--- src/hdl/amr_pkg.sv ---
`timescale 1ns / 1ps
// ----------------------------------------------------------------------------
// amr_pkg
// Widths, opcodes, shared types and size helpers for the atomic memory.
// ----------------------------------------------------------------------------
package amr_pkg;

    localparam int MEM_BYTES_DEF = 65536;
    localparam int NUM_INIT_DEF  = 16;

    localparam int MODE_W = 4;
    localparam int ADDR_W = 16;
    localparam int CNT_W  = 4;
    localparam int DATA_W = 64;
    localparam int INIT_W = 4;
    localparam int LANES  = 8;
    localparam int LANE_W = 3;

    localparam logic [MODE_W-1:0] OP_READ  = 4'd0;
    localparam logic [MODE_W-1:0] OP_WRITE = 4'd1;
    localparam logic [MODE_W-1:0] OP_LR    = 4'd2;
    localparam logic [MODE_W-1:0] OP_SC    = 4'd3;
    localparam logic [MODE_W-1:0] OP_SWAP  = 4'd4;
    localparam logic [MODE_W-1:0] OP_ADD   = 4'd5;
    localparam logic [MODE_W-1:0] OP_XOR   = 4'd6;
    localparam logic [MODE_W-1:0] OP_AND   = 4'd7;
    localparam logic [MODE_W-1:0] OP_OR    = 4'd8;
    localparam logic [MODE_W-1:0] OP_MIN   = 4'd9;
    localparam logic [MODE_W-1:0] OP_MAX   = 4'd10;
    localparam logic [MODE_W-1:0] OP_MINU  = 4'd11;
    localparam logic [MODE_W-1:0] OP_MAXU  = 4'd12;

    // Request seen by the reservation table.
    typedef struct packed {
        logic              lr;
        logic              sc;
        logic [INIT_W-1:0] who;
        logic [ADDR_W-1:0] addr;
        logic [CNT_W-1:0]  cnt;
    } resv_req_t;

    // Low n bytes set.
    function automatic logic [DATA_W-1:0] size_mask(input logic [CNT_W-1:0] n);
        logic [DATA_W-1:0] m;
        begin
            case (n)
                4'd1:    m = 64'h0000_0000_0000_00FF;
                4'd2:    m = 64'h0000_0000_0000_FFFF;
                4'd3:    m = 64'h0000_0000_00FF_FFFF;
                4'd4:    m = 64'h0000_0000_FFFF_FFFF;
                4'd5:    m = 64'h0000_00FF_FFFF_FFFF;
                4'd6:    m = 64'h0000_FFFF_FFFF_FFFF;
                4'd7:    m = 64'h00FF_FFFF_FFFF_FFFF;
                4'd8:    m = 64'hFFFF_FFFF_FFFF_FFFF;
                default: m = '0;
            endcase
            return m;
        end
    endfunction

    // Sign-extend from the top bit of the low n bytes.
    function automatic logic [DATA_W-1:0] sign_ext(input logic [DATA_W-1:0] v,
                                                   input logic [CNT_W-1:0] n);
        logic [DATA_W-1:0] r;
        begin
            case (n)
                4'd1:    r = {{56{v[7]}},  v[7:0]};
                4'd2:    r = {{48{v[15]}}, v[15:0]};
                4'd3:    r = {{40{v[23]}}, v[23:0]};
                4'd4:    r = {{32{v[31]}}, v[31:0]};
                4'd5:    r = {{24{v[39]}}, v[39:0]};
                4'd6:    r = {{16{v[47]}}, v[47:0]};
                4'd7:    r = {{8{v[55]}},  v[55:0]};
                default: r = v;
            endcase
            return r;
        end
    endfunction

endpackage

--- src/hdl/amr_resv.sv ---
`timescale 1ns / 1ps
// ----------------------------------------------------------------------------
// amr_resv
// Per-initiator reservation table for load-reserved / store-conditional.
// ----------------------------------------------------------------------------
module amr_resv #(
    parameter int NUM_INITIATORS = amr_pkg::NUM_INIT_DEF
) (
    input  logic               clk,
    input  logic               rst_n,
    input  logic               fire,
    input  amr_pkg::resv_req_t req,
    output logic               sc_ok
);

    localparam int IDX_W = (NUM_INITIATORS > 1) ? $clog2(NUM_INITIATORS) : 1;

    logic [NUM_INITIATORS-1:0]  resv_valid_reg;
    logic [NUM_INITIATORS-1:0]  resv_valid_next;
    logic [amr_pkg::ADDR_W-1:0] resv_addr_reg [NUM_INITIATORS];

    logic [IDX_W+amr_pkg::INIT_W-1:0] who_w;
    logic [IDX_W-1:0]                 idx;
    logic                             who_ok;
    logic [amr_pkg::ADDR_W:0]         range_end;
    logic [NUM_INITIATORS-1:0]        hit;

    assign who_w     = (IDX_W + amr_pkg::INIT_W)'(req.who);
    assign idx       = who_w[IDX_W-1:0];
    assign who_ok    = 32'(req.who) < NUM_INITIATORS;
    assign range_end = (amr_pkg::ADDR_W + 1)'(req.addr) + (amr_pkg::ADDR_W + 1)'(req.cnt);

    assign sc_ok = who_ok && resv_valid_reg[idx] && (resv_addr_reg[idx] == req.addr);

    // Each entry checks its own address against the SC byte range.
    always_comb
    begin
        for (int k = 0; k < NUM_INITIATORS; k++)
        begin
            hit[k] = resv_valid_reg[k] && (resv_addr_reg[k] >= req.addr) &&
                     ((amr_pkg::ADDR_W + 1)'(resv_addr_reg[k]) < range_end);
        end
    end

    always_comb
    begin
        resv_valid_next = resv_valid_reg;
        if (fire && req.lr && who_ok)
        begin
            resv_valid_next[idx] = 1'b1;
        end
        else if (fire && req.sc && sc_ok)
        begin
            resv_valid_next = resv_valid_reg & ~hit;
        end
    end

    always_ff @(posedge clk or negedge rst_n)
    begin
        if (!rst_n)
        begin
            resv_valid_reg <= '0;
        end
        else
        begin
            resv_valid_reg <= resv_valid_next;
        end
    end

    always_ff @(posedge clk)
    begin
        if (fire && req.lr && who_ok)
        begin
            resv_addr_reg[idx] <= req.addr;
        end
    end

endmodule

--- config.mk ---
export PLATFORM = sky130hd
export DESIGN_NAME = amr_resv
export DESIGN_NICKNAME = d
export VERILOG_FILES = /design/src/hdl/amr_pkg.sv /design/src/hdl/amr_resv.sv
export SDC_FILE = /design/constraint.sdc
export NUM_CORES = 1
export LEC_CHECK = 0
export BUFFER_PORTS_ARGS = -buffer_cell sky130_fd_sc_hd__buf_2
export CAP_MARGIN = 30
export CELL_PAD_IN_SITES_DETAIL_PLACEMENT = 1
export CELL_PAD_IN_SITES_GLOBAL_PLACEMENT = 2
export CORE_MARGIN = 5
export CORE_UTILIZATION = 46
export DETAILED_ROUTE_END_ITERATION = 16
export GPL_ROUTABILITY_DRIVEN = 0
export GPL_TIMING_DRIVEN = 0
export MAX_ROUTING_LAYER = met4
export PLACE_DENSITY = 0.94
export SKIP_CTS_REPAIR_TIMING = 1
export SYNTH_ARGS = -nofsm -noshare
export SYNTH_HDL_FRONTEND = slang
export SYNTH_SLANG_ARGS = --single-unit
--- constraint.sdc ---
create_clock -name clk -period 3.1 [get_ports clk]
set_input_delay 0 -clock clk [delete_from_list [all_inputs] [get_ports clk]]
set_output_delay 0 -clock clk [all_outputs]
set_load 0.01 [all_outputs]
* Yosys cells after proc, flatten, opt, wreduce, memory -nomap -nowiden *
Memory sizes are Yosys's and may differ from the RTL's.
Cells that the tools add are included.

word-level totals
  register bits = 16
  word-level logic and storage cells = 87
  input port bits = 29
  bits in writable memories = 256
  memories = 1

memories
  name           depth  width  read ports  clocked after memory_dff  wr ports  line            text
  resv_addr_reg  16     16     17          0                         1         amr_resv.sv:20  logic [amr_pkg::ADDR_W-1:0] resv_addr_reg [NUM_INITIATORS];

operators by class
  order comparisons = 34
  muxes and demuxes = 8
  add/subtract/negate cells = 1
  reductions and logical operators = 38
  eq/ne operators = 1
  bitwise gates (word level) = 3

operators with widths
  cell                                                        number
  less-than comparator 16 x 17 -> 1 bit                       16
  >= comparator 16 bit                                        16
  logical AND 1 bit                                           37
  two-way mux 16 bit                                          2
  adder 16 x 4 -> 17 bit                                      1
  AND 16 bit                                                  1
  == test 16 bit                                              1
  inverter 16 bit                                             1
  OR 16 bit                                                   1
  less-than comparator 4 x 5 -> 1 bit, second input constant  1
  binary-select mux 1 bit (select 4 bit)                      1
  demux 1 bit (select 4 bit)                                  1
  >= comparator 4 x 1 -> 1 bit, second input constant         1
  two-way mux 1 bit                                           4
  nonzero test 2 bit                                          1

* Depth between registers and ports, before layout *
An unclocked memory read counts as a cell.

  depth in word-level cells = 8
  mapped depth = 16
  mapped depth without buffers = 16

* Least setup slack after synthesis *
Ideal clock, no wire load.

  kind = input to register
  start point = in req[1] (netlist bit)
  end point = reg resv_valid_reg[10]
  arrival = 3.705 ns
  library setup time = 0.134 ns
  path buffers = 0
  setup slack = -0.739 ns
  stages = 16
  cell sequence = ha_1 > a21o_1 > a21oi_1 > nor2b_1 > o21ai_0 > nand2b_1 > nor3_1 > xnor2_1 > ha_1 > a211o_1 > nor3_1 > o311a_1 > o31ai_1 > a21o_1 > a2111oi_0 > a21oi_1

on the way
  longest elaborated chain between the ends = 7

RTL lines
  what                                   line            text
  from (decl)                            amr_resv.sv:12  input amr_pkg::resv_req_t req,
  adder 16 x 4 -> 17 bit                 amr_resv.sv:31  assign range_end = (amr_pkg::ADDR_W + 1)'(req.addr) + (amr_pkg::ADDR_W + 1)'(req.cnt);
  less-than comparator 16 x 17 -> 1 bit  amr_resv.sv:41  ((amr_pkg::ADDR_W + 1)'(resv_addr_reg[k]) < range_end);
  logical AND 1 bit                      amr_resv.sv:40  hit[k] = resv_valid_reg[k] && (resv_addr_reg[k] >= req.addr) &&
  inverter 16 bit                        amr_resv.sv:54  resv_valid_next = resv_valid_reg & ~hit;
  AND 16 bit                             amr_resv.sv:54
  two-way mux 16 bit                     amr_resv.sv:52  else if (fire && req.sc && sc_ok)
  two-way mux 16 bit                     amr_resv.sv:48  if (fire && req.lr && who_ok)
  to (signal assigned)                   amr_resv.sv:66  resv_valid_reg <= resv_valid_next;
  to (decl)                              amr_resv.sv:18  logic [NUM_INITIATORS-1:0] resv_valid_reg;

No other way between the ends. The select of a mux whose other input is x is not followed.
A chain may end at the register's enable or synchronous reset.

* Worst setup path after layout *
  start point = in req[23] (netlist bit)
  end point = out sc_ok

on the way
  longest elaborated chain between the ends = 3
  elaborated cells between the ends (all ways) = 5
  those cells by class = eq/ne (1); mux (2); reduce/logical (1); memory (1)

RTL lines
  what                                                                                        line            text
  memory read (16 x 16 bit) / binary-select mux 1 bit (select 4 bit) (equally long branches)  -
  == test 16 bit / two-way mux 1 bit (equally long branches)                                  amr_resv.sv:33  assign sc_ok = who_ok && resv_valid_reg[idx] && (resv_addr_reg[idx] == req.addr);
  logical AND 1 bit (*)                                                                       amr_resv.sv:33
  to (decl)                                                                                   amr_resv.sv:13  output logic sc_ok

Mark *: on every way between the ends. The rest lies on a longest branch, timed or not. The select of a mux whose other input is x is not followed.

==> impl_metrics.yaml <==
run_status:
  status: "finished with violations"
  violations: "setup timing"
floorplanning:
  die_width_um: 227
  pin_count: 30
  die_area_um2: 51400
  start_util_pct: 46.5
  rows: 79
  chipHeight_um: 227
  core_um2: 46500
pwr:
  seqPwrFrac_pct: 40.8
  power_frac_comb_pct: 22.9
  switching_share_pct: 30.5
  pwr-share-clk_pct: 36.3
  power_density_nw_per_um2: 407
  ir_drop_mv: 0.445
  power_switching_mw: 3.12
  p_leak_nw: 10.5
  internal-power_mw: 7.12
yosys:
  yosysMostFrequentCell: "ha_1"
  netlist_top_cells_area: "edfxtp_1 (36%), ha_1 (29%), mux4_2 (6.4%), a21o_1 (2.8%), a21oi_1 (2.7%)"
  ys_seq_area_share_pct: 37.4
  synth_area_um2: 21600
  synth_xor_area_share_pct: 1.30
  synth_edf_count: 256
  synth_nets: 2297
  synth_top_area_share_pct: 35.6
  muxShareOfSynthArea_pct: 8.47
  syn_area_per_cell_um2: 12.2
  synth.distinct_cells: 68
  synth_area_leader_cell: "edfxtp_1"
  synthAdderAreaFrac_pct: 29.0
  yosys-top-cells-count: "ha_1 (500), edfxtp_1 (256), a21oi_1 (115)"
  ys_seq_elements: 272
  synth_compound_area_share_pct: 14.6
  synth_top_family_by_area: "adder cells"
  synth_ff_type: "edfxtp_1"
  yosys.area_share.simple_pct: 7.22
  yosysWarningCount: 0
  syn_inst: 1767
  async_reset_ff_share_pct: 5.88
cts:
  htreeDepth: 2
  clock-root-buffer: "clkbuf_16"
  cts_buffers: 34
  clock_sinks: 272
  path_clk_slew_ns: 0.06
  clock_path_buffers: 3
  cts_tree: "done"
  clock_latency_ns: 0.55
cells_and_area:
  finish.instance_area_um2: 25200
  largest_register_ffs: 256
  post-route-util_pct: 54.2
  n_fill_cell: 4735
  layout-drive-gt1-share_pct: 17.0
  nNetsFinal: 2468
  multi_input_area_um2: 13500
  regArea_um2: 8090
  area_delta_synth_final_pct: 16.5
setup_path:
  critical_path_required_ns: 3.10
  r2r_slack_ns: -0.18
  cp.arrival_ns: 3.44
  path_max_fanout: 10
  endpoint_kind: "primary output"
  worstSetupStartpointType: "input port"
  worstSetupPathType: "input port to primary output"
placed_design:
  place_ws_ns: -1.97
  hpwl_mm: 58.2
  io_buffer_count: 27
  place_area_um2: 23200
detailed_routing:
  first_pass_iters: 5
  wl_per_cell_um: 32.5
  drt_iter0_drc: 1714
  num_vias: 17900
  viasPerCell: 6.94
  ant_nets: 0
  finalWirelength_mm: 83.6
  drc: 0
sta:
  tightestPinTransition_ns: 1.06
  max_slew_margin_pct: 28.5
  finalWorstSetupSlack_ns: -0.341
  hold_slack_ns: 0.0197
  finalSetupViolCount: 17
  fin_setup_tns_ns: -5.30
  fin_crit_ns: 3.44
  skew_ns: 0.0188
  post-route-period-util_pct: 111
  maxSlewViolCount: 0
  max_freq_mhz: 291
  hold_viol: 0
  rsz0062_at_grt: "true"
grt:
  grt_overflow: 0
  grt_usage_pct: 30.7
  grt_pass1_wl_mm: 115
  grt_max_degree: 37
  antenna_found_initial: 2
  grt_pass1_vias: 18800
min_path:
  hp-class: "input port to register"
run:
  cap_violations: 0
## power by group through the flow
| stage | clock network, mW | logic (mW) | registers, mW |
|---|---|---|---|
| after floorplan | 0 | 1.25 | 4.22 |
| after global placement | 0 | 1.83 | 4.25 |
| after detailed placement | 0 | 2.09 | 4.25 |
| after CTS | 3.74 | 2.11 | 4.18 |
| after global routing | 3.93 | 2.52 | 4.19 |
| final | 3.71 | 2.35 | 4.18 |
## per-stage QoR
| stage | power (mW) | instances |
|---|---|---|
| global route | 10.6 | 2571 |
| CTS | 10.0 | 2494 |
| finish | 10.2 | 2571 |
| global placement | 6.08 | 2401 |
| detailed placement | 6.34 | 2434 |
| floorplan | 5.47 | 1767 |
## worst paths after layout
path | from | to | depth (start not counted)
min in group asynchronous | rst_n | resv_valid_reg[7]$_DFFE_PN0P_ | 3
max in group asynchronous | rst_n | resv_valid_reg[3]$_DFFE_PN0P_ | 3
min | req[19] | resv_addr_reg[5][15]$_DFFE_PP_ | 1
max reg2reg | resv_addr_reg[10][0]$_DFFE_PP_ | resv_valid_reg[10]$_DFFE_PN0P_ | 10
min reg2reg | resv_valid_reg[9]$_DFFE_PN0P_ | resv_valid_reg[9]$_DFFE_PN0P_ | 2
max | req[23] | sc_ok | 11
## routing by layer
layer	wire, um	track usage [%]	share of wire [%]
met5	0	-	0
met4	5530	15.7	6.6
met3	6610	5.01	7.9
met2	39200	49.9	47
met1	32200	37.0	39
## area by class of cell
cell class,instances,area share (%)
multi-input combinational,1413,53.6
timing repair inverter,1,0.0199
clock inverter,17,0.348
clock buffer,43,3.60
tap,607,3.02
inverter,55,0.915
timing repair buffer,134,5.43
sequential,272,32.1
antenna,2,0.0199
buffer,27,0.900
## critical path, stage by stage
cell and delay (ns):
buf_2 0.26, buf_4 0.33, buf_4 0.37, buf_2 0.51
mux4_2 0.43, mux2i_1 0.19, xnor2_1 0.12, nor4_2 0.47
a22oi_2 0.21, a2111oi_4 0.32, buf_2 0.21
## logic make-up after synthesis
kind of cell	Yosys count
DFF	272
adders and majority gates	501
buffers and inverters	82
and+or+nand+nor	300
AOI/OAI and AO/OA	475
xor gates and xnor gates	32
muxes	105
## placed cells by master, fill, tap and decap left out, types with 32 or more instances in the layout
master     instances
clkbuf_16         36
nand2_1           38
o21ai_0           93
mux2i_1           32
nand4_1           43
buf_4             57
mux4_2            61
inv_1             47
nand2b_1          47
nor2_1            66
a21oi_1          113
ha_1             498
a21o_1            82
edfxtp_1         256
Note: power is estimated with default switching activity, not from simulation.
