**config.mk**
```make
export PLATFORM = sky130hd
export DESIGN_NAME = amr_alu
export DESIGN_NICKNAME = d
export VERILOG_FILES = /design/src/hdl/amr_pkg.sv /design/src/hdl/amr_alu.sv
export SDC_FILE = /design/constraint.sdc
export NUM_CORES = 1
export LEC_CHECK = 0
export BUFFER_PORTS_ARGS = -buffer_cell sky130_fd_sc_hd__clkbuf_2
export CAP_MARGIN = 10
export CORE_MARGIN = 4
export CORE_UTILIZATION = 50
export DETAILED_ROUTE_END_ITERATION = 10
export PLACE_DENSITY = 0.86
export SYNTH_ARGS = -nofsm -noshare
export SYNTH_HDL_FRONTEND = slang
export SYNTH_SLANG_ARGS = --single-unit
```
**constraint.sdc**
```tcl
create_clock -name vclk -period 11
set_clock_uncertainty 0.2 [all_clocks]
set_input_delay 3.3 -clock vclk [all_inputs]
set_output_delay 3.3 -clock vclk [all_outputs]
set_load 0.02 [all_outputs]
```
**src/hdl/amr_pkg.sv**
```systemverilog
`timescale 1ns / 1ps
// ----------------------------------------------------------------------------
// amr_pkg
// Widths, opcodes, shared types and size helpers for the atomic memory.
// ----------------------------------------------------------------------------
package amr_pkg;

    localparam int MEM_BYTES_DEF = 65536;
    localparam int NUM_INIT_DEF  = 16;

    localparam int MODE_W = 4;
    localparam int ADDR_W = 16;
    localparam int CNT_W  = 4;
    localparam int DATA_W = 64;
    localparam int INIT_W = 4;
    localparam int LANES  = 8;
    localparam int LANE_W = 3;

    localparam logic [MODE_W-1:0] OP_READ  = 4'd0;
    localparam logic [MODE_W-1:0] OP_WRITE = 4'd1;
    localparam logic [MODE_W-1:0] OP_LR    = 4'd2;
    localparam logic [MODE_W-1:0] OP_SC    = 4'd3;
    localparam logic [MODE_W-1:0] OP_SWAP  = 4'd4;
    localparam logic [MODE_W-1:0] OP_ADD   = 4'd5;
    localparam logic [MODE_W-1:0] OP_XOR   = 4'd6;
    localparam logic [MODE_W-1:0] OP_AND   = 4'd7;
    localparam logic [MODE_W-1:0] OP_OR    = 4'd8;
    localparam logic [MODE_W-1:0] OP_MIN   = 4'd9;
    localparam logic [MODE_W-1:0] OP_MAX   = 4'd10;
    localparam logic [MODE_W-1:0] OP_MINU  = 4'd11;
    localparam logic [MODE_W-1:0] OP_MAXU  = 4'd12;

    // Request seen by the reservation table.
    typedef struct packed {
        logic              lr;
        logic              sc;
        logic [INIT_W-1:0] who;
        logic [ADDR_W-1:0] addr;
        logic [CNT_W-1:0]  cnt;
    } resv_req_t;

    // Low n bytes set.
    function automatic logic [DATA_W-1:0] size_mask(input logic [CNT_W-1:0] n);
        logic [DATA_W-1:0] m;
        begin
            case (n)
                4'd1:    m = 64'h0000_0000_0000_00FF;
                4'd2:    m = 64'h0000_0000_0000_FFFF;
                4'd3:    m = 64'h0000_0000_00FF_FFFF;
                4'd4:    m = 64'h0000_0000_FFFF_FFFF;
                4'd5:    m = 64'h0000_00FF_FFFF_FFFF;
                4'd6:    m = 64'h0000_FFFF_FFFF_FFFF;
                4'd7:    m = 64'h00FF_FFFF_FFFF_FFFF;
                4'd8:    m = 64'hFFFF_FFFF_FFFF_FFFF;
                default: m = '0;
            endcase
            return m;
        end
    endfunction

    // Sign-extend from the top bit of the low n bytes.
    function automatic logic [DATA_W-1:0] sign_ext(input logic [DATA_W-1:0] v,
                                                   input logic [CNT_W-1:0] n);
        logic [DATA_W-1:0] r;
        begin
            case (n)
                4'd1:    r = {{56{v[7]}},  v[7:0]};
                4'd2:    r = {{48{v[15]}}, v[15:0]};
                4'd3:    r = {{40{v[23]}}, v[23:0]};
                4'd4:    r = {{32{v[31]}}, v[31:0]};
                4'd5:    r = {{24{v[39]}}, v[39:0]};
                4'd6:    r = {{16{v[47]}}, v[47:0]};
                4'd7:    r = {{8{v[55]}},  v[55:0]};
                default: r = v;
            endcase
            return r;
        end
    endfunction

endpackage

```
**src/hdl/amr_alu.sv**
```systemverilog
`timescale 1ns / 1ps
// ----------------------------------------------------------------------------
// amr_alu
// Combines the old value and operand per opcode; picks the returned value.
// ----------------------------------------------------------------------------
module amr_alu (
    input  logic [amr_pkg::MODE_W-1:0] mode,
    input  logic [amr_pkg::CNT_W-1:0]  cnt,
    input  logic [amr_pkg::DATA_W-1:0] old_val,
    input  logic [amr_pkg::DATA_W-1:0] opnd,
    input  logic                       sc_ok,
    output logic [amr_pkg::DATA_W-1:0] new_val,
    output logic [amr_pkg::DATA_W-1:0] ret_val,
    output logic                       do_write
);

    logic signed [amr_pkg::DATA_W-1:0] s_old;
    logic signed [amr_pkg::DATA_W-1:0] s_opnd;
    logic [amr_pkg::DATA_W-1:0]        res;

    assign s_old  = $signed(amr_pkg::sign_ext(old_val, cnt));
    assign s_opnd = $signed(amr_pkg::sign_ext(opnd, cnt));

    always_comb
    begin
        res      = '0;
        ret_val  = old_val;
        do_write = 1'b1;
        case (mode)
            amr_pkg::OP_READ:  do_write = 1'b0;
            amr_pkg::OP_WRITE:
            begin
                res     = opnd;
                ret_val = '0;
            end
            amr_pkg::OP_LR:    do_write = 1'b0;
            amr_pkg::OP_SC:
            begin
                if (sc_ok)
                begin
                    res     = opnd;
                    ret_val = '0;
                end
                else
                begin
                    do_write = 1'b0;
                    ret_val  = 64'd1;
                end
            end
            amr_pkg::OP_SWAP:  res = opnd;
            amr_pkg::OP_ADD:   res = old_val + opnd;
            amr_pkg::OP_XOR:   res = old_val ^ opnd;
            amr_pkg::OP_AND:   res = old_val & opnd;
            amr_pkg::OP_OR:    res = old_val | opnd;
            amr_pkg::OP_MIN:   res = (s_old < s_opnd) ? old_val : opnd;
            amr_pkg::OP_MAX:   res = (s_old > s_opnd) ? old_val : opnd;
            amr_pkg::OP_MINU:  res = (old_val < opnd) ? old_val : opnd;
            amr_pkg::OP_MAXU:  res = (old_val > opnd) ? old_val : opnd;
            default:
            begin
                do_write = 1'b0;
                ret_val  = '0;
            end
        endcase
    end

    assign new_val = res & amr_pkg::size_mask(cnt);

endmodule

```
# --- Yosys cells after proc, flatten, opt, wreduce, memory -nomap -nowiden ---
# Memories as Yosys holds them, arrays and structs flattened.
# Index checks and enable logic that the tools add are counted.
totals:
  mem_bits_rw: 0
  memories: 1
  mem_bits_ro: 1024
  register_bits: 0
  in_bits: 137
  latchBits: 0
  out_inout_bits: 129
memory_table:
  columns: ["memory", "words", "word_bits", "rd", "rd_ports_with_merged_regs", "write_ports", "line", "text"]
  rows:
  - ["(name not given)", 16, 64, 1, 0, 0, "amr_pkg.sv:46", "case (n)"]
op_classes:
  muxes: 12
  n_div: 0
  order_cmp: 4
  mul: 0
  eq_ne: 19
  n_shift: 0
  n_bitwise: 4
  reduce_logical: 4
  n_addsub: 1
ops:
  columns: ["cell", "n"]
  rows:
  - ["$pmux 64 s7", 2]
  - ["$pmux 64 s10", 1]
  - ["$mux 64", 5]
  - ["$and 64x64->64", 2]
  - ["$gt 64x64->1", 2]
  - ["$lt 64x64->1", 2]
  - ["$pmux 64 s2", 1]
  - ["$add 64x64->64", 1]
  - ["$or 64x64->64", 1]
  - ["$xor 64x64->64", 1]
  - ["$eq 4x3->1 const B", 8]
  - ["$eq 4x4->1 const B", 5]
  - ["$eq 4x2->1 const B", 4]
  - ["$reduce_or 11->1", 1]
  - ["$reduce_or 10->1", 1]
  - ["$eq 4x1->1 const B", 2]
  - ["$logic_not 4->1", 1]
  - ["$mux 1", 2]
  - ["$pmux 1 s2", 1]
  - ["$reduce_or 2->1", 1]

# --- Logic depth before layout (Yosys ltp) ---
# Gate-level depths: netlist of run 1.
depth:
  depth_word: 6
  depth_mapped: 25

# --- Least setup slack after synthesis of run 1 ---
# Ideal clock, no wire load.
synth_path:
  kind: "input to output"
  from: "input port cnt[0] (netlist name)"
  to: "output port new_val[27] (netlist name)"
  cell_stages: 25
  path_slack_ns: -0.540
  path_buffers: 4
  arrival_ns: 8.040
  path_cell_list: "nor2b_1 buf_2 a22oi_1 nor3_2 a41o_1 buf_2 a31o_2 a31o_2 buf_2 or2_1 clkinv_1 nand3_2 o21a_1 ha_1 nand4_1 nor3_1 nand2_1 a2bb2oi_1 nand3_1 nor4b_1 o21ai_0 nand3_4 buf_1 nand2_1 a21oi_1"
synth_via:
  elab_chain_len: 6
  elab_cells_between_ends: 16
synth_lines:
  columns: ["element", "line", "text"]
  rows:
  - ["start: declaration", "amr_alu.sv:8", "input logic [amr_pkg::CNT_W-1:0] cnt,"]
  - ["$eq 4x3->1, or another cell as far along", "amr_pkg.sv:66", "case (n)"]
  - ["$pmux 64 s7", "amr_pkg.sv:66", null]
  - ["$gt 64x64->1 / $lt 64x64->1 (equally long branches)", "amr_alu.sv:56, amr_alu.sv:55", null]
  - ["$mux 64 (on tied branches)", "amr_alu.sv:56, amr_alu.sv:55", null]
  - ["$pmux 64 s10", "amr_alu.sv:29", "case (mode)"]
  - ["$and 64x64->64 *", "amr_alu.sv:67", "assign new_val = res & amr_pkg::size_mask(cnt);"]
  - ["end: declaration", "amr_alu.sv:12", "output logic [amr_pkg::DATA_W-1:0] new_val,"]
# Mark *: on every way between the ends. The rest lies on a longest branch, timed or not.

# --- Final worst setup path of run 1 ---
layout_path:
  from: "input port cnt[0] (netlist name)"
  to: "output port new_val[59] (netlist name)"
# Same word-level chain as after synthesis.

==> results.yml, run 1 <==
drt:
  drtPass1Iterations: 6
  routed_wirelength_mm: 51.4
  vias: 16000
  wl_per_cell_um: 20.9
  viasPerCell: 6.50
  drtAntennaViolNets: 0
  drt_iter0_markers: 1954
  drc: 0
worst_hold_path:
  hp-class: "primary input to output pin"
  holdPathStages: 4
timing:
  max_freq_mhz: 88.7
  setup_ws_ps: -273
  relSlewSlack_pct: 23.3
  worst_pin_slew_ps: 1150
  hold_viol: 0
  setup_violations: 64
  period_needed_ps: 11270
  post-route-period-util_pct: 102
  slew_viol_final: 0
  grt_setup_unrepaired: "true"
  timing.hold.ws_ps: 6760
global_routing:
  grt_usage_pct: 34.1
  grt_start_max_net_pins: 65
  grt_pass1_vias: 15000
  gr-total-overflow: 0
  grt_pass1_wl_mm: 79.9
  grt_antenna_before_repair: 0
worst_setup_path:
  end_kind: "output pin"
  required_ps: 7500
  slowest_delay_ps: 310
  crit_path_top_delay_cell: "a221oi_2"
  setup.worst_path.start_class: "primary input"
  worst_ep_arrival_time_ps: 7770
  endpoint: "new_val[59]"
  path_max_fanout: 8
  startpoint: "cnt[0]"
  crit_type: "primary input to output pin"
pwr:
  switching_share_pct: 60.8
  pwr-share-clk_pct: 0
  p_int_uw: 339
  ir_drop_mv: 0.0375
  power.total_uw: 866
  seqPwrFrac_pct: 0
  p_leak_nw: 7.68
  p_per_area_nw_per_um2: 55.0
  combPwrFrac_pct: 100.0
  p_switching_uw: 527
yosys:
  netlist.area_leader.share_pct: 25.0
  syn_area_per_cell_um2: 6.58
  synth_area_um2: 12400
  synth.net_count: 2275
  yosysTopAreaCell: "ha_1"
  yosys_warnings: 0
  yosysSeqAreaShare_pct: 0
  syn_inst: 1889
  synthTopCellsByArea: "ha_1 25%, a21oi_1 10%, nand2_1 5.6%"
  ys_types: 81
final_layout:
  nClkBuffers: 0
  final_core_util_pct: 64.5
  seq_cell_count: 0
  num-fill-cells: 2125
  ff_latch_area_um2: 0
  final_cells: 2465
  area_delta_synth_final_pct: 26.6
  final_nets: 2529
  drive_gt1_share_pct: 26.8
  diodes: 0
status:
  status: "finished with violations"
  violations: "setup timing"
job:
  max-cap-violations: 0
floorplanning:
  chipWidth_um: 166
  boundaryPins: 266
  rows: 57
  die_h_um: 166
  core_um2: 24400
  die-area_um2: 27400
  start_util_pct: 51.0
placed_design:
  gp_congestion: 1.02
  placed_cells: 2452
  place_hpwl_mm: 39.4
  port_buffers: 266
clock_network:
  ctsHoldBuffers: 0
==> worst min path at each step <==
stage             start          end
2_1_floorplan  opnd[27]  new_val[27]
3_3_place_gp    opnd[6]   new_val[6]
3_5_place_dp    opnd[5]   new_val[5]
4_1_cts         opnd[5]   new_val[5]
5_1_grt         opnd[5]   new_val[5]
6_report        opnd[5]   new_val[5]
==> cells in the final DEF (no fill, tap or decap), drive strengths merged, types with 6 or more instances in the layout <==
cell type,instances
buf,140
a221oi,64
ha,248
a211oi,10
o21ai,124
o21a,15
nand2,186
or3,8
a21boi,6
nand3,39
o221ai,15
and3,16
clkbuf,240
nor2b,17
a31o,7
o211ai,21
xnor2,11
a221o,7
o311ai,8
a21o,73
a21oi,256
nand4,33
o21bai,20
mux2i,7
nor4,21
nor2,132
inv,173
and4,9
nor3,34
a31oi,28
and2,68
a22oi,31
o31ai,8
==> metrics by stage <==
step                TNS [ps]  setup WS, ps  cell area [um2]
CTS                   -11490          -269            15400
floorplan              -4620         -99.2            12900
global placement      -13940          -310            14900
detailed placement    -28420          -576            14900
finish                -11840          -273            15700
global route          -27100          -492            15700
==> area by class of cell <==
cell class / count / area, um2 / share of cell area (%)
Timing Repair Buffer: 380 / 2560 / 16.3
Tap cell: 324 / 405 / 2.58
Inverter: 174 / 654 / 4.16
Multi-Input combinational cell: 1587 / 12100 / 77.0
==> repair_timing <==
action / CTS / global route
gates resized for setup: 73 / 83
setup endpoints to repair: 64 / 64
setup buffers: 4 / 5
pin swaps: 29 / 25
hold endpoints to repair: 0 / 0
gates cloned: 3 / 1
==> cell usage after synthesis (15+ instances only) <==
cell / n
buf_2: 34
nor3_1: 33
nand4_1: 33
inv_1: 171
a21o_1: 73
and2_1: 68
ha_1: 248
o21ai_0: 120
nor2b_1: 17
o21bai_1: 20
nor2_1: 132
nand2_1: 186
a22oi_1: 31
a221oi_1: 22
o221ai_1: 15
o211ai_1: 20
a31oi_1: 28
and3_1: 16
o21a_1: 15
nor4_1: 18
clkbuf_1: 86
nand3_1: 37
a21oi_1: 256
a221oi_2: 41
==> layer usage <==
metal  part of all wire, %  track usage, %
met5                     0               0
met4                   5.1            13.1
met3                   8.7            4.05
met2                    46            58.7
met1                    40            43.6
==> worst max-delay path: cells and delay by family <==
family	cells	cell delay (ps)
buffers and inverters	6	840
multiplexers	1	240
AO/OA/AOI/OAI	9	1760
AND/OR/NAND/NOR	9	1360
adder cells (fa/ha/maj)	1	270
==> power by group through the flow <==
stage	combinational (mW)	clock, mW	sequential (mW)
6_report	0.866	0	0
4_1_cts	0.818	0	0
3_3_place_gp	0.763	0	0
3_5_place_dp	0.778	0	0
5_1_grt	0.934	0	0
2_1_floorplan	0.520	0	0
==> kinds of logic (layout without fill, tap and decap cells) <==
group	Yosys count	after routing	synth area share [%]
and+or+nand+nor	586	586	23.3
muxes	7	7	0.564
adders and majority gates	249	249	25.1
buffers and inverters	304	554	9.92
AOI/OAI and AO/OA	728	730	40.0
xor gates and xnor gates	15	15	1.06
Note: power is estimated with default switching activity, not from simulation.
==> inputs of run 2 (changes only) <==
--- a/config.mk
+++ b/config.mk
@@ -11,6 +11,7 @@
 export CORE_UTILIZATION = 50
 export DETAILED_ROUTE_END_ITERATION = 10
 export PLACE_DENSITY = 0.86
+export RECOVER_POWER = 100
 export SYNTH_ARGS = -nofsm -noshare
 export SYNTH_HDL_FRONTEND = slang
 export SYNTH_SLANG_ARGS = --single-unit
==> results.yml, run 2 (synthesis gave the netlist of run 1 again) <==
final_layout:
  drive_gt1_share_pct: 25.7
  seq_cell_count: 0
  ff_latch_area_um2: 0
  num-fill-cells: 2141
  final_common_cell: "ha_1"
  area_delta_synth_final_pct: 26.3
  final_cells: 2465
  diodes: 0
  layout_common_cells: "243 x ha_1, 211 x clkbuf_2, 207 x a21oi_1"
  final_nets: 2529
  nClkBuffers: 0
  final_core_util_pct: 64.3
drt:
  drtAntennaViolNets: 0
  drtPass1Iterations: 7
  vias: 15900
  routed_wirelength_mm: 51.4
  wl_per_cell_um: 20.8
  drc: 0
  drt_iter0_markers: 1888
  viasPerCell: 6.46
worst_setup_path:
  path_max_fanout: 8
  worst_ep_arrival_time_ps: 7770
  end_kind: "output pin"
  crit_type: "primary input to output pin"
  required_ps: 7500
  setup.worst_path.start_class: "primary input"
timing:
  fin_setup_tns_ps: -11840
  grt_setup_unrepaired: "true"
  period_needed_ps: 11270
  setup_violations: 64
  post-route-period-util_pct: 102
  timing.hold.ws_ps: 6760
  slew_viol_final: 31
  relSlewSlack_pct: -42.8
  setup_ws_ps: -266
  worst_pin_slew_ps: 2140
  hold_viol: 0
  max_freq_mhz: 88.8
job:
  max-cap-violations: 1
floorplanning:
  start_util_pct: 51.0
  core_um2: 24400
  chipWidth_um: 166
  die-area_um2: 27400
  boundaryPins: 266
  die_h_um: 166
  rows: 57
pwr:
  power.total_uw: 864
  p_leak_nw: 7.59
  p_per_area_nw_per_um2: 55.0
  ir_drop_mv: 0.0376
  seqPwrFrac_pct: 0
  switching_share_pct: 61.0
  p_switching_uw: 527
  combPwrFrac_pct: 100.0
  pwr-share-clk_pct: 0
  p_int_uw: 336
global_routing:
  grt_pass1_wl_mm: 79.9
  grt_usage_pct: 34.1
  gr-total-overflow: 0
  grt_pass1_vias: 15000
  grt_antenna_before_repair: 0
  grt_start_max_net_pins: 65
placed_design:
  place_hpwl_mm: 39.4
  port_buffers: 266
  gp_congestion: 1.02
  placed_cells: 2452
status:
  status: "finished with violations"
  violations: "capacitance limit, slew limit, setup timing"
worst_hold_path:
  hp-class: "primary input to output pin"
[run 2: area by class of cell]
| class | count | area (um2) | area share [%] |
|---|---|---|---|
| multi-input combinational | 1587 | 12100 | 77.1 |
| tap | 324 | 405 | 2.58 |
| inverter | 174 | 654 | 4.17 |
| timing repair buffer | 380 | 2530 | 16.1 |
[run 2: power by group through the flow]
stage	Sequential [mW]	Clock, mW	Combinational (mW)
floorplan	0	0	0.520
CTS	0	0	0.818
detailed placement	0	0	0.778
global route	0	0	0.931
finish	0	0	0.864
global placement	0	0	0.763
[run 2: layer usage]
| layer | track usage [%] | vias up | routed length, um |
|---|---|---|---|
| li1 | - | 7392 | - |
| met1 | 43.6 | 7408 | 20300 |
| met2 | 58.7 | 924 | 23800 |
| met3 | 4.05 | 192 | 4520 |
| met4 | 13.1 | 0 | 2640 |
| met5 | 0 | - | 0 |
[run 2: worst max-delay path, stage by stage]
cell and delay [ps]:
buf_8 100, nor2b_4 130, a22oi_2 220, nor3_4 60
a41o_1 240, a31o_4 220, a31o_4 200, or2_1 210
clkinv_2 90, nand3_4 120, o21a_1 170, ha_4 270
nand4_1 170, nor3_4 280, nand2_1 100, a2bb2oi_2 180
nand3_1 70, nor4b_4 220, buf_4 180, mux2i_4 240
o21ai_4 130, buf_6 160, buf_6 120, a221oi_2 300
a21oi_2 80, buf_4 190
[run 2: path summary, 6_finish.rpt]
path | endpoint | cells after the start | slack [ps] | startpoint
worst max-delay path | new_val[59] | 26 | -270 | cnt[0]
worst min-delay path | new_val[5] | 4 | 6760 | opnd[5]
[run 2: per-stage QoR]
step	area (um2)	worst slack (ps)
floorplan	12900	-99.2
global placement	14900	-310
detailed placement	14900	-576
CTS	15400	-269
global route	15700	-492
finish	15700	-266
[run 2: timing repair]
item                       CTS  global route
setup buffers                4             5
pin swaps                   29            25
resized for setup           73            83
gates cloned                 3             1
hold buffers                 0             0
setup endpoints to repair   64            64
